**src/design/cac_pkg.sv**
```systemverilog
// ----------------------------------------------------------------------------
// Climate actuator controller package
// Shared constants, codes and types for the climate actuator controller.
// ----------------------------------------------------------------------------
package cac_pkg;

   // Sensor and actuator bank sizes.
   localparam int SENSOR_COUNT = 4;
   localparam int UNIT_W       = 4;
   localparam int SENSOR_USED  = (SENSOR_COUNT < UNIT_W) ? SENSOR_COUNT : UNIT_W;

   // Field widths.
   localparam int TEMP_W     = 12;
   localparam int HUM_W      = 10;
   localparam int STATUS_W   = 8;
   localparam int DAY_SEC_W  = 17;
   localparam int MODE_W     = 5;
   localparam int MINUTE_W   = 11;
   localparam int CSR_DATA_W = 32;
   localparam int CSR_IDX_W  = 3;
   localparam int ANY_W      = 5;

   // Timer arithmetic.
   localparam int TICK_PERIOD_MS = 100;
   localparam int SEC_PER_MIN    = 60;
   localparam int MS_PER_SEC     = 1000;
   localparam int TIMER_W        = 27;
   localparam int CYCLE_MS_W     = 26;

   // Bit positions inside the mode flags register.
   localparam int FLAG_PER_SENSOR = 2;
   localparam int FLAG_LIGHT      = 3;
   localparam int FLAG_FAN_CYCLE  = 4;

   // Bit positions inside the any-on summary.
   localparam int ANY_FAN    = 0;
   localparam int ANY_HEATER = 1;
   localparam int ANY_PUMP   = 2;
   localparam int ANY_VENT   = 3;
   localparam int ANY_LIGHT  = 4;

   // Reset values of the configuration registers.
   localparam logic signed [TEMP_W-1:0] TEMP_HIGH_RST = 12'sd300;
   localparam logic signed [TEMP_W-1:0] TEMP_LOW_RST  = 12'sd180;
   localparam logic [HUM_W-1:0]         HUM_HIGH_RST  = 10'd800;
   localparam logic [HUM_W-1:0]         HUM_LOW_RST   = 10'd400;
   localparam logic [DAY_SEC_W-1:0]     LIGHT_ON_RST  = DAY_SEC_W'(360 * SEC_PER_MIN);
   localparam logic [DAY_SEC_W-1:0]     LIGHT_OFF_RST = DAY_SEC_W'(1080 * SEC_PER_MIN);

   // Operating mode held in the low two bits of the mode flags.
   typedef enum logic [1:0] {
      MODE_AUTO   = 2'd0,
      MODE_HYBRID = 2'd1,
      MODE_MANUAL = 2'd2,
      MODE_NONE   = 2'd3
   } mode_type;

   // Per-sensor status code.
   typedef enum logic [1:0] {
      ST_NORMAL = 2'd0,
      ST_LOW    = 2'd1,
      ST_HIGH   = 2'd2,
      ST_NONE   = 2'd3
   } status_type;

   // Configuration register indexes.
   typedef enum logic [CSR_IDX_W-1:0] {
      CSR_MODE_FLAGS = 3'd0,
      CSR_TEMP_HIGH  = 3'd1,
      CSR_TEMP_LOW   = 3'd2,
      CSR_HUM_HIGH   = 3'd3,
      CSR_HUM_LOW    = 3'd4,
      CSR_LIGHT_ON   = 3'd5,
      CSR_LIGHT_OFF  = 3'd6,
      CSR_FAN_CYCLE  = 3'd7
   } csr_index_type;

endpackage

```
**src/design/climate_actuator_controller_unit.sv**
```systemverilog
// ----------------------------------------------------------------------------
// Climate actuator controller unit
// Drives fan, heater, vent, pump, light and LED outputs from control ticks and failsafe requests.
// ----------------------------------------------------------------------------
// Usage:
// A request on the req_ channel is either a control tick (req_action low)
// or a failsafe request (req_action high). Every request yields one
// response on the rsp_ channel with the actuator bits after that request.
// A request is taken into an input register, evaluated against the
// actuator state and written to the response register once that
// register is free or being drained. One request is accepted per cycle
// while the response side is not stalled; the state update is a single
// pass of compares, a timer add and bit selection between the two
// registers. When the receiver stalls, the response register holds and
// the input register takes one more request; req_ready then drops until
// the response is taken. The csr_ port writes configuration; the user
// must do so only while idle, which the block does not enforce. The fan
// cycle and light window limits are scaled to ms and s at write time.
// Synchronous reset clears the actuator state, the fan cycle timer, both
// channels and restores every configuration register to its default.
// ----------------------------------------------------------------------------
module climate_actuator_controller_unit (
   input  logic                                    clock,
   input  logic                                    reset,
   // Request channel.
   input  logic                                    req_valid,
   output logic                                    req_ready,
   input  logic                                    req_action,
   input  logic signed [cac_pkg::TEMP_W-1:0]       req_mean_temp,
   input  logic [cac_pkg::HUM_W-1:0]               req_avg_hum,
   input  logic                                    req_avg_valid,
   input  logic [cac_pkg::STATUS_W-1:0]            req_temp_status,
   input  logic [cac_pkg::STATUS_W-1:0]            req_hum_status,
   input  logic [cac_pkg::DAY_SEC_W-1:0]           req_day_seconds,
   // Response channel.
   output logic                                    rsp_valid,
   input  logic                                    rsp_ready,
   output logic [cac_pkg::UNIT_W-1:0]              rsp_fan_bits,
   output logic [cac_pkg::UNIT_W-1:0]              rsp_heater_bits,
   output logic [cac_pkg::UNIT_W-1:0]              rsp_vent_bits,
   output logic [cac_pkg::UNIT_W-1:0]              rsp_pump_bits,
   output logic                                    rsp_lamps_on,
   output logic                                    rsp_led_on,
   output logic [cac_pkg::ANY_W-1:0]               rsp_any_on,
   // Configuration write port.
   input  logic                                    csr_write_en,
   input  logic [cac_pkg::CSR_IDX_W-1:0]           csr_index,
   input  logic [cac_pkg::CSR_DATA_W-1:0]          csr_wdata
);

   localparam int UW = cac_pkg::UNIT_W;
   localparam int TW = cac_pkg::TIMER_W;

   // Configuration registers.
   logic [cac_pkg::MODE_W-1:0]           mode_flags_ff;
   logic signed [cac_pkg::TEMP_W-1:0]    temp_high_ff;
   logic signed [cac_pkg::TEMP_W-1:0]    temp_low_ff;
   logic [cac_pkg::HUM_W-1:0]            hum_high_ff;
   logic [cac_pkg::HUM_W-1:0]            hum_low_ff;
   logic [cac_pkg::DAY_SEC_W-1:0]        light_on_s_ff;
   logic [cac_pkg::DAY_SEC_W-1:0]        light_off_s_ff;
   logic [cac_pkg::CYCLE_MS_W-1:0]       fan_on_ms_ff;
   logic [cac_pkg::CYCLE_MS_W-1:0]       fan_off_ms_ff;

   // Input register.
   logic                                 hold_valid_ff;
   logic                                 hold_action_ff;
   logic signed [cac_pkg::TEMP_W-1:0]    hold_mean_temp_ff;
   logic [cac_pkg::HUM_W-1:0]            hold_avg_hum_ff;
   logic                                 hold_avg_valid_ff;
   logic [cac_pkg::STATUS_W-1:0]         hold_temp_status_ff;
   logic [cac_pkg::STATUS_W-1:0]         hold_hum_status_ff;
   logic [cac_pkg::DAY_SEC_W-1:0]        hold_day_seconds_ff;

   // Actuator and timer state.
   logic [UW-1:0]                        fan_ff, fan_in;
   logic [UW-1:0]                        heater_ff, heater_in;
   logic [UW-1:0]                        vent_ff, vent_in;
   logic [UW-1:0]                        pump_ff, pump_in;
   logic                                 light_ff, light_in;
   logic                                 led_ff, led_in;
   logic [TW-1:0]                        timer_ff, timer_in;
   logic                                 phase_on_ff, phase_on_in;

   // Response register.
   logic                                 rsp_valid_ff;
   logic [UW-1:0]                        rsp_fan_ff;
   logic [UW-1:0]                        rsp_heater_ff;
   logic [UW-1:0]                        rsp_vent_ff;
   logic [UW-1:0]                        rsp_pump_ff;
   logic                                 rsp_light_ff;
   logic                                 rsp_led_ff;
   logic [cac_pkg::ANY_W-1:0]            rsp_any_ff;
   logic [cac_pkg::ANY_W-1:0]            any_in;

   // Working signals of the evaluation pass.
   cac_pkg::mode_type                    mode;
   cac_pkg::status_type                  temp_st;
   cac_pkg::status_type                  hum_st;
   logic [TW-1:0]                        timer_sum;
   logic                                 eval_fire;
   logic                                 req_take;

   // Handshake: evaluate when the response register is free or draining.
   assign eval_fire = hold_valid_ff && (!rsp_valid_ff || rsp_ready);
   assign req_ready = !hold_valid_ff || eval_fire;
   assign req_take  = req_valid && req_ready;
   assign mode      = cac_pkg::mode_type'(mode_flags_ff[1:0]);

   // Configuration writes; time limits are scaled to seconds and ms here.
   always_ff @(posedge clock) begin
      if (reset) begin
         mode_flags_ff  <= '0;
         temp_high_ff   <= cac_pkg::TEMP_HIGH_RST;
         temp_low_ff    <= cac_pkg::TEMP_LOW_RST;
         hum_high_ff    <= cac_pkg::HUM_HIGH_RST;
         hum_low_ff     <= cac_pkg::HUM_LOW_RST;
         light_on_s_ff  <= cac_pkg::LIGHT_ON_RST;
         light_off_s_ff <= cac_pkg::LIGHT_OFF_RST;
         fan_on_ms_ff   <= '0;
         fan_off_ms_ff  <= '0;
      end else if (csr_write_en) begin
         unique case (cac_pkg::csr_index_type'(csr_index))
            cac_pkg::CSR_MODE_FLAGS: begin
               mode_flags_ff <= csr_wdata[cac_pkg::MODE_W-1:0];
            end
            cac_pkg::CSR_TEMP_HIGH: begin
               temp_high_ff <= csr_wdata[cac_pkg::TEMP_W-1:0];
            end
            cac_pkg::CSR_TEMP_LOW: begin
               temp_low_ff <= csr_wdata[cac_pkg::TEMP_W-1:0];
            end
            cac_pkg::CSR_HUM_HIGH: begin
               hum_high_ff <= csr_wdata[cac_pkg::HUM_W-1:0];
            end
            cac_pkg::CSR_HUM_LOW: begin
               hum_low_ff <= csr_wdata[cac_pkg::HUM_W-1:0];
            end
            cac_pkg::CSR_LIGHT_ON: begin
               light_on_s_ff <= cac_pkg::DAY_SEC_W'(
                  csr_wdata[cac_pkg::MINUTE_W-1:0] * cac_pkg::SEC_PER_MIN);
            end
            cac_pkg::CSR_LIGHT_OFF: begin
               light_off_s_ff <= cac_pkg::DAY_SEC_W'(
                  csr_wdata[cac_pkg::MINUTE_W-1:0] * cac_pkg::SEC_PER_MIN);
            end
            cac_pkg::CSR_FAN_CYCLE: begin
               fan_on_ms_ff  <= cac_pkg::CYCLE_MS_W'(
                  csr_wdata[15:0] * cac_pkg::MS_PER_SEC);
               fan_off_ms_ff <= cac_pkg::CYCLE_MS_W'(
                  csr_wdata[31:16] * cac_pkg::MS_PER_SEC);
            end
         endcase
      end
   end

   // Input register: takes a request whenever it is empty or being drained.
   always_ff @(posedge clock) begin
      if (reset) begin
         hold_valid_ff <= 1'b0;
      end else begin
         hold_valid_ff <= req_take || (hold_valid_ff && !eval_fire);
      end
   end

   always_ff @(posedge clock) begin
      if (req_take) begin
         hold_action_ff      <= req_action;
         hold_mean_temp_ff   <= req_mean_temp;
         hold_avg_hum_ff     <= req_avg_hum;
         hold_avg_valid_ff   <= req_avg_valid;
         hold_temp_status_ff <= req_temp_status;
         hold_hum_status_ff  <= req_hum_status;
         hold_day_seconds_ff <= req_day_seconds;
      end
   end

   // Evaluation pass: next actuator state for the held request.
   always_comb begin
      fan_in      = fan_ff;
      heater_in   = heater_ff;
      vent_in     = vent_ff;
      pump_in     = pump_ff;
      light_in    = light_ff;
      led_in      = led_ff;
      timer_in    = timer_ff;
      phase_on_in = phase_on_ff;
      temp_st     = cac_pkg::ST_NORMAL;
      hum_st      = cac_pkg::ST_NORMAL;
      timer_sum   = timer_ff + TW'(cac_pkg::TICK_PERIOD_MS);

      if (hold_action_ff) begin
         // Failsafe pattern; the cycle timer is left alone.
         heater_in = '0;
         fan_in    = '1;
         vent_in   = '1;
         pump_in   = '0;
         light_in  = 1'b0;
         led_in    = 1'b1;
      end else begin
         // Climate control in automatic and hybrid modes.
         if (mode == cac_pkg::MODE_AUTO || mode == cac_pkg::MODE_HYBRID) begin
            if (mode_flags_ff[cac_pkg::FLAG_PER_SENSOR]) begin
               for (int i = 0; i < cac_pkg::SENSOR_USED; i++) begin
                  temp_st = cac_pkg::status_type'(hold_temp_status_ff[2*i +: 2]);
                  hum_st  = cac_pkg::status_type'(hold_hum_status_ff[2*i +: 2]);
                  if (temp_st == cac_pkg::ST_HIGH) begin
                     fan_in[i]    = 1'b1;
                     heater_in[i] = 1'b0;
                  end else if (temp_st == cac_pkg::ST_LOW) begin
                     heater_in[i] = 1'b1;
                     fan_in[i]    = 1'b0;
                  end
                  if (hum_st == cac_pkg::ST_HIGH) begin
                     vent_in[i] = 1'b1;
                     pump_in[i] = 1'b0;
                  end else if (hum_st == cac_pkg::ST_LOW) begin
                     pump_in[i] = 1'b1;
                     vent_in[i] = 1'b0;
                  end
               end
            end else if (hold_avg_valid_ff) begin
               if (hold_mean_temp_ff >= temp_high_ff) begin
                  fan_in    = '1;
                  heater_in = '0;
               end else if (hold_mean_temp_ff <= temp_low_ff) begin
                  heater_in = '1;
                  fan_in    = '0;
               end
               if (hold_avg_hum_ff >= hum_high_ff) begin
                  vent_in = '1;
                  pump_in = '0;
               end else if (hold_avg_hum_ff <= hum_low_ff) begin
                  pump_in = '1;
                  vent_in = '0;
               end
            end
         end

         // Light window and fan cycle in hybrid and manual modes.
         if (mode == cac_pkg::MODE_HYBRID || mode == cac_pkg::MODE_MANUAL) begin
            if (mode_flags_ff[cac_pkg::FLAG_LIGHT]) begin
               if (light_on_s_ff < light_off_s_ff) begin
                  light_in = (hold_day_seconds_ff >= light_on_s_ff) &&
                             (hold_day_seconds_ff < light_off_s_ff);
               end else begin
                  // The window wraps at midnight, or covers the whole day.
                  light_in = (hold_day_seconds_ff >= light_on_s_ff) ||
                             (hold_day_seconds_ff < light_off_s_ff);
               end
            end
            if (mode_flags_ff[cac_pkg::FLAG_FAN_CYCLE]) begin
               timer_in = timer_sum;
               if (phase_on_ff) begin
                  if (timer_sum >= TW'(fan_on_ms_ff)) begin
                     fan_in      = '0;
                     phase_on_in = 1'b0;
                     timer_in    = '0;
                  end
               end else begin
                  if (timer_sum >= TW'(fan_off_ms_ff)) begin
                     fan_in      = '1;
                     phase_on_in = 1'b1;
                     timer_in    = '0;
                  end
               end
            end
         end
      end

      // Summary of which groups have any unit on.
      any_in                      = '0;
      any_in[cac_pkg::ANY_FAN]    = |fan_in;
      any_in[cac_pkg::ANY_HEATER] = |heater_in;
      any_in[cac_pkg::ANY_PUMP]   = |pump_in;
      any_in[cac_pkg::ANY_VENT]   = |vent_in;
      any_in[cac_pkg::ANY_LIGHT]  = light_in;
   end

   // Actuator state advances once per evaluated request.
   always_ff @(posedge clock) begin
      if (reset) begin
         fan_ff      <= '0;
         heater_ff   <= '0;
         vent_ff     <= '0;
         pump_ff     <= '0;
         light_ff    <= 1'b0;
         led_ff      <= 1'b0;
         timer_ff    <= '0;
         phase_on_ff <= 1'b0;
      end else if (eval_fire) begin
         fan_ff      <= fan_in;
         heater_ff   <= heater_in;
         vent_ff     <= vent_in;
         pump_ff     <= pump_in;
         light_ff    <= light_in;
         led_ff      <= led_in;
         timer_ff    <= timer_in;
         phase_on_ff <= phase_on_in;
      end
   end

   // Response register.
   always_ff @(posedge clock) begin
      if (reset) begin
         rsp_valid_ff <= 1'b0;
      end else if (eval_fire) begin
         rsp_valid_ff <= 1'b1;
      end else if (rsp_ready) begin
         rsp_valid_ff <= 1'b0;
      end
   end

   always_ff @(posedge clock) begin
      if (eval_fire) begin
         rsp_fan_ff    <= fan_in;
         rsp_heater_ff <= heater_in;
         rsp_vent_ff   <= vent_in;
         rsp_pump_ff   <= pump_in;
         rsp_light_ff  <= light_in;
         rsp_led_ff    <= led_in;
         rsp_any_ff    <= any_in;
      end
   end

   assign rsp_valid       = rsp_valid_ff;
   assign rsp_fan_bits    = rsp_fan_ff;
   assign rsp_heater_bits = rsp_heater_ff;
   assign rsp_vent_bits   = rsp_vent_ff;
   assign rsp_pump_bits   = rsp_pump_ff;
   assign rsp_lamps_on    = rsp_light_ff;
   assign rsp_led_on      = rsp_led_ff;
   assign rsp_any_on      = rsp_any_ff;

endmodule

```
**config.mk**
```make
export PLATFORM = sky130hd
export DESIGN_NAME = climate_actuator_controller_unit
export DESIGN_NICKNAME = d
export VERILOG_FILES = /design/src/design/cac_pkg.sv /design/src/design/climate_actuator_controller_unit.sv
export SDC_FILE = /design/constraint.sdc
export NUM_CORES = 1
export LEC_CHECK = 0
export CAP_MARGIN = 20
export CORE_MARGIN = 4
export CORE_UTILIZATION = 55
export CTS_CLUSTER_DIAMETER = 50
export DETAILED_ROUTE_END_ITERATION = 8
export DONT_BUFFER_PORTS = 1
export PLACE_DENSITY_LB_ADDON = 0.12
export SLEW_MARGIN = 15
export SYNTH_ARGS = -nofsm -noshare
export SYNTH_HDL_FRONTEND = slang
export SYNTH_SLANG_ARGS = --single-unit
```
**constraint.sdc**
```tcl
create_clock -name clock -period 8 [get_ports clock]
set_input_delay 1.2 -clock clock [delete_from_list [all_inputs] [get_ports clock]]
set_output_delay 1.2 -clock clock [all_outputs]
set_load 0.03 [all_outputs]
```
==> run summary <==
Worst hold path stage count - 2
Post-layout min period - 5.35 ns
Share of the yosys chip area belonging to registers - 0.307
Worst hold slack across all endpoints - 0.446 ns
Total area of multi-input combinational cells - 11,600 um2
Switching power - 1.87 mW
Ratio of routed vias to standard cells - 5.54
Synth Cell Area - 18,900 um2
Die Area - 37,300 um2
Worst clock skew on the final layout - 0.0242 ns
Detail Placement HPWL - 33,200 um
Global-route track usage on met1 - 0.325
Most crowded layer after global routing - met2
Worst flop-to-flop path endpoint - timer_ff[7]
End point of the worst hold path - fan_off_ms_ff[21]
Cell-by-cell trace of the critical path - inv_1 > fa_1 > fa_1 > fa_1 > fa_1 > inv_1 > ha_1 > nor4_1 > o21ai_0 > a41oi_1 > nor4_1 > nor2_1 > a21oi_1 > or4_1 > a41oi_1
P_int - 3.34 mW
CTS H-tree depth - 2
Wire length of the first global-routing pass - 70,900 um
Synthesis warning total - 0
Share of total power in sequential cells - 0.276
Biggest cell delay along the critical path - 0.57 ns
Maximum resistive drop on vdd - 0.000191 V
Start point of the worst hold path - fan_off_ms_ff[21]
Iteration-0 DRC Markers - 691
WL per Instance - 16.7 um
Depth of the worst register-to-register path - 15
Xor/xnor cell area share of the yosys netlist - 0.0288
CTS tree - built
Clock group share of total power - 0.291
Setup repair bufs after CTS - 0
CP top delay family - adder cells
Area taken by flip-flops and latches - 5800 um2
Data arrival, critical path - 5.78 ns
R2R Setup Slk - 3.22 ns
Combinational Power Share - 0.433
Highest clock rate - 0.187 GHz
Total CTS buffers - 35
Antenna cell count - 0
Synth Flop Type - sky130_fd_sc_hd__dfxtp_1
Worst Tran Pin Value - 1.04 ns
Synthesized flop and latch total - 250
Number of flops mapped to enable cells by yosys - 79
Compound-gate portion of the synthesized area - 0.148
Nets@finish - 2,541
DRC violation count after routing - 0
Filler Cells Inserted - 2,932
Critical Path Slowest Stage Cell - sky130_fd_sc_hd__fa_1
Leading cell type in the layout, fill and taps excluded - sky130_fd_sc_hd__inv_1
Adder and majority gate portion of the synthesized area - 0.298
Switching power share of the total - 0.358
Multiplexer share of the synthesized area - 0.00318
Category of the critical setup timing path - input port to flop
Clk_lat worst skew - 0.52 ns
Initial antenna violation count - 0
Synthesized-area fraction occupied by and/or/nand/nor cells - 0.138
Quantity of hold-fixing buffers added after cts - 0
Global route overflow - 0
Pin count of the biggest net entering global routing - 123
Met2 usage - 0.355
Fraction of final layout cells sized beyond drive strength 1 - 0.0420
Initial standard-cell utilization of the core - 0.560
Clock Tree Buf Depth - 3
I/O pin cnt - 122
Highest fanout seen on the critical path - 7
Area growth from synthesis to final layout - 8.57%
Endpoint kind of the worst setup timing path - flop
Total Power Consumption - 5.21 mW
Kind of start point of the critical path - input port
Port bufs - 0
CTS Root Cell - sky130_fd_sc_hd__clkbuf_16
Proportion of synthesized flip-flops having asynchronous set or reset - 0
Class of the tightest hold or removal check - flop to flop
Number of global-route vias before repair - 14,023
Routed wire length - 42,400 um
Buffers plus inverters on the worst setup path - 2
Distinct cells, synth - 72
Routing usage on met3 - 0.0428
Most numerous cell on the critical path - sky130_fd_sc_hd__fa_1
Setup repair after global routing missed its margin - false
Number of max-cap violations - 0
Setup TNS after final layout - 0 ns
Core Footprint - 33,700 um2
Total number of vias - 14,075
Post-route clock period utilization - 0.669
Final weighted congestion in routability-driven placement - 0.883
Syn Area/Cell - 9.12 um2
Num Clock Sinks - 250
Drt first pass iters - 5
Worst reg2reg path startpoint - timer_ff[10]
Number of nets produced by synthesis - 2,543
Commonest cells after routing, fill and taps aside - 333 x sky130_fd_sc_hd__inv_1, 262 x sky130_fd_sc_hd__nand2_1, 259 x sky130_fd_sc_hd__ha_1, 171 x sky130_fd_sc_hd__dfxtp_1, 165 x sky130_fd_sc_hd__a21oi_1
Row Count - 67
Power per Cell Area - 254 nW/um2
Main combinational cell family by area after synthesis - adder cells
CP Data Required Time - 8.42 ns
Synthesized netlist cell count - 2,069
Vert. Die Dim - 193 um
Global routing usage summed across all routing layers - 0.225
Antenna violation net count after detailed routing - 0
Post-CTS Resized - 0
Clock Pin Slew Worst Setup and Hold Paths - 0.05 ns
Max-slew violation count - 0
X dimension of the die - 193 um
Count of final hold-check violations - 0
Setup-violating endpoint count in the final report - 0
Status - completed
Leak - 9.06 nW
Relative slew slack - 0.306
logic make-up (layout without fill, tap and decap cells):
group           after synthesis  after routing
flops                       250            250
simple gates                545            545
xor+xnor                     62             62
compound gates              443            443
mux                           6              6
fa+ha+maj                   378            378
buf+inv                     385            409
worst register-to-register path: cells and delay by family, from the launching register on:
family | cells | cell delay (ns)
adder cells (fa/ha/maj) | 1 | 0.32
AND/OR/NAND/NOR | 8 | 2.23
XOR/XNOR | 1 | 0.36
AO/OA/AOI/OAI | 5 | 1.36
flip-flops | 1 | 0.47
area by class of cell:
cell class | count | area share
clock buffer | 48 | 0.0523
sequential | 250 | 0.283
timing repair buffer | 12 | 0.00428
inverter | 334 | 0.0612
tap | 448 | 0.0274
multi-input combinational | 1434 | 0.567
clock inverter | 15 | 0.00483
synth_stat cells (24+ instances only):
cell	n	area, um2
sky130_fd_sc_hd__a21oi_1	165	826
sky130_fd_sc_hd__edfxtp_1	79	2370
sky130_fd_sc_hd__a21o_1	41	308
sky130_fd_sc_hd__inv_1	333	1250
sky130_fd_sc_hd__nor2b_1	24	150
sky130_fd_sc_hd__o211ai_1	31	233
sky130_fd_sc_hd__fa_1	118	2360
sky130_fd_sc_hd__nor3_1	24	120
sky130_fd_sc_hd__ha_1	259	3240
sky130_fd_sc_hd__nand2_1	262	983
sky130_fd_sc_hd__nor2_1	69	259
sky130_fd_sc_hd__nand3_1	33	165
sky130_fd_sc_hd__clkbuf_1	46	173
sky130_fd_sc_hd__o21ai_0	75	375
sky130_fd_sc_hd__xnor2_1	42	368
sky130_fd_sc_hd__a211oi_1	24	180
sky130_fd_sc_hd__dfxtp_1	171	3420
sky130_fd_sc_hd__nand2b_1	41	257
registers in the layout (all words and copies together) (netlist names), 5 cells and up:
signal and count:
hold_temp_status_ff 8, hold_hum_status_ff 8, hold_mean_temp_ff 12, hum_high_ff 10, mode_flags_ff 5, hold_day_seconds_ff 17, light_on_s_ff 15, temp_high_ff 12
fan_off_ms_ff 23, timer_ff 25, hum_low_ff 10, temp_low_ff 12, hold_avg_hum_ff 10, fan_on_ms_ff 23, light_off_s_ff 15
stage by stage:
stage,util,instance area [um2],setup WS (ns),std cells
after global routing,0.608,20500,2.38,2541
final,0.608,20500,2.65,2541
after floorplan,-,18900,2.58,2069
after detailed placement,0.573,19300,2.11,2478
after CTS,0.608,20500,2.65,2541
after global placement,0.572,19300,2.18,2475
layer usage:
| metal | wire, um | vias to the layer above |
|---|---|---|
| met3 | 2260 | 56 |
| met4 | 737 | 0 |
| li1 | - | 7025 |
| met1 | 20500 | 6700 |
| met2 | 18900 | 294 |
| met5 | 0 | - |
power groups by stage:
stage,Clock (mW),Combinational (mW),Sequential (mW)
floorplan,0,1.82,1.45
global placement,0,2.21,1.46
detailed placement,0,2.24,1.46
CTS,1.55,2.26,1.44
global route,1.61,2.59,1.44
finish,1.52,2.26,1.44
worst max path at each step:
stage,startpoint,to,slack (ns),cells past startpoint
after floorplan,csr_wdata[3],fan_on_ms_ff[25],2.58,15
after global placement,csr_wdata[5],fan_on_ms_ff[25],2.18,15
after detailed placement,csr_wdata[5],fan_on_ms_ff[25],2.11,15
after CTS,csr_wdata[5],fan_on_ms_ff[25],2.65,15
after global routing,csr_wdata[5],fan_on_ms_ff[25],2.38,15
final,csr_wdata[5],fan_on_ms_ff[25],2.65,15
No activity file was read; power rests on OpenSTA's default activity.
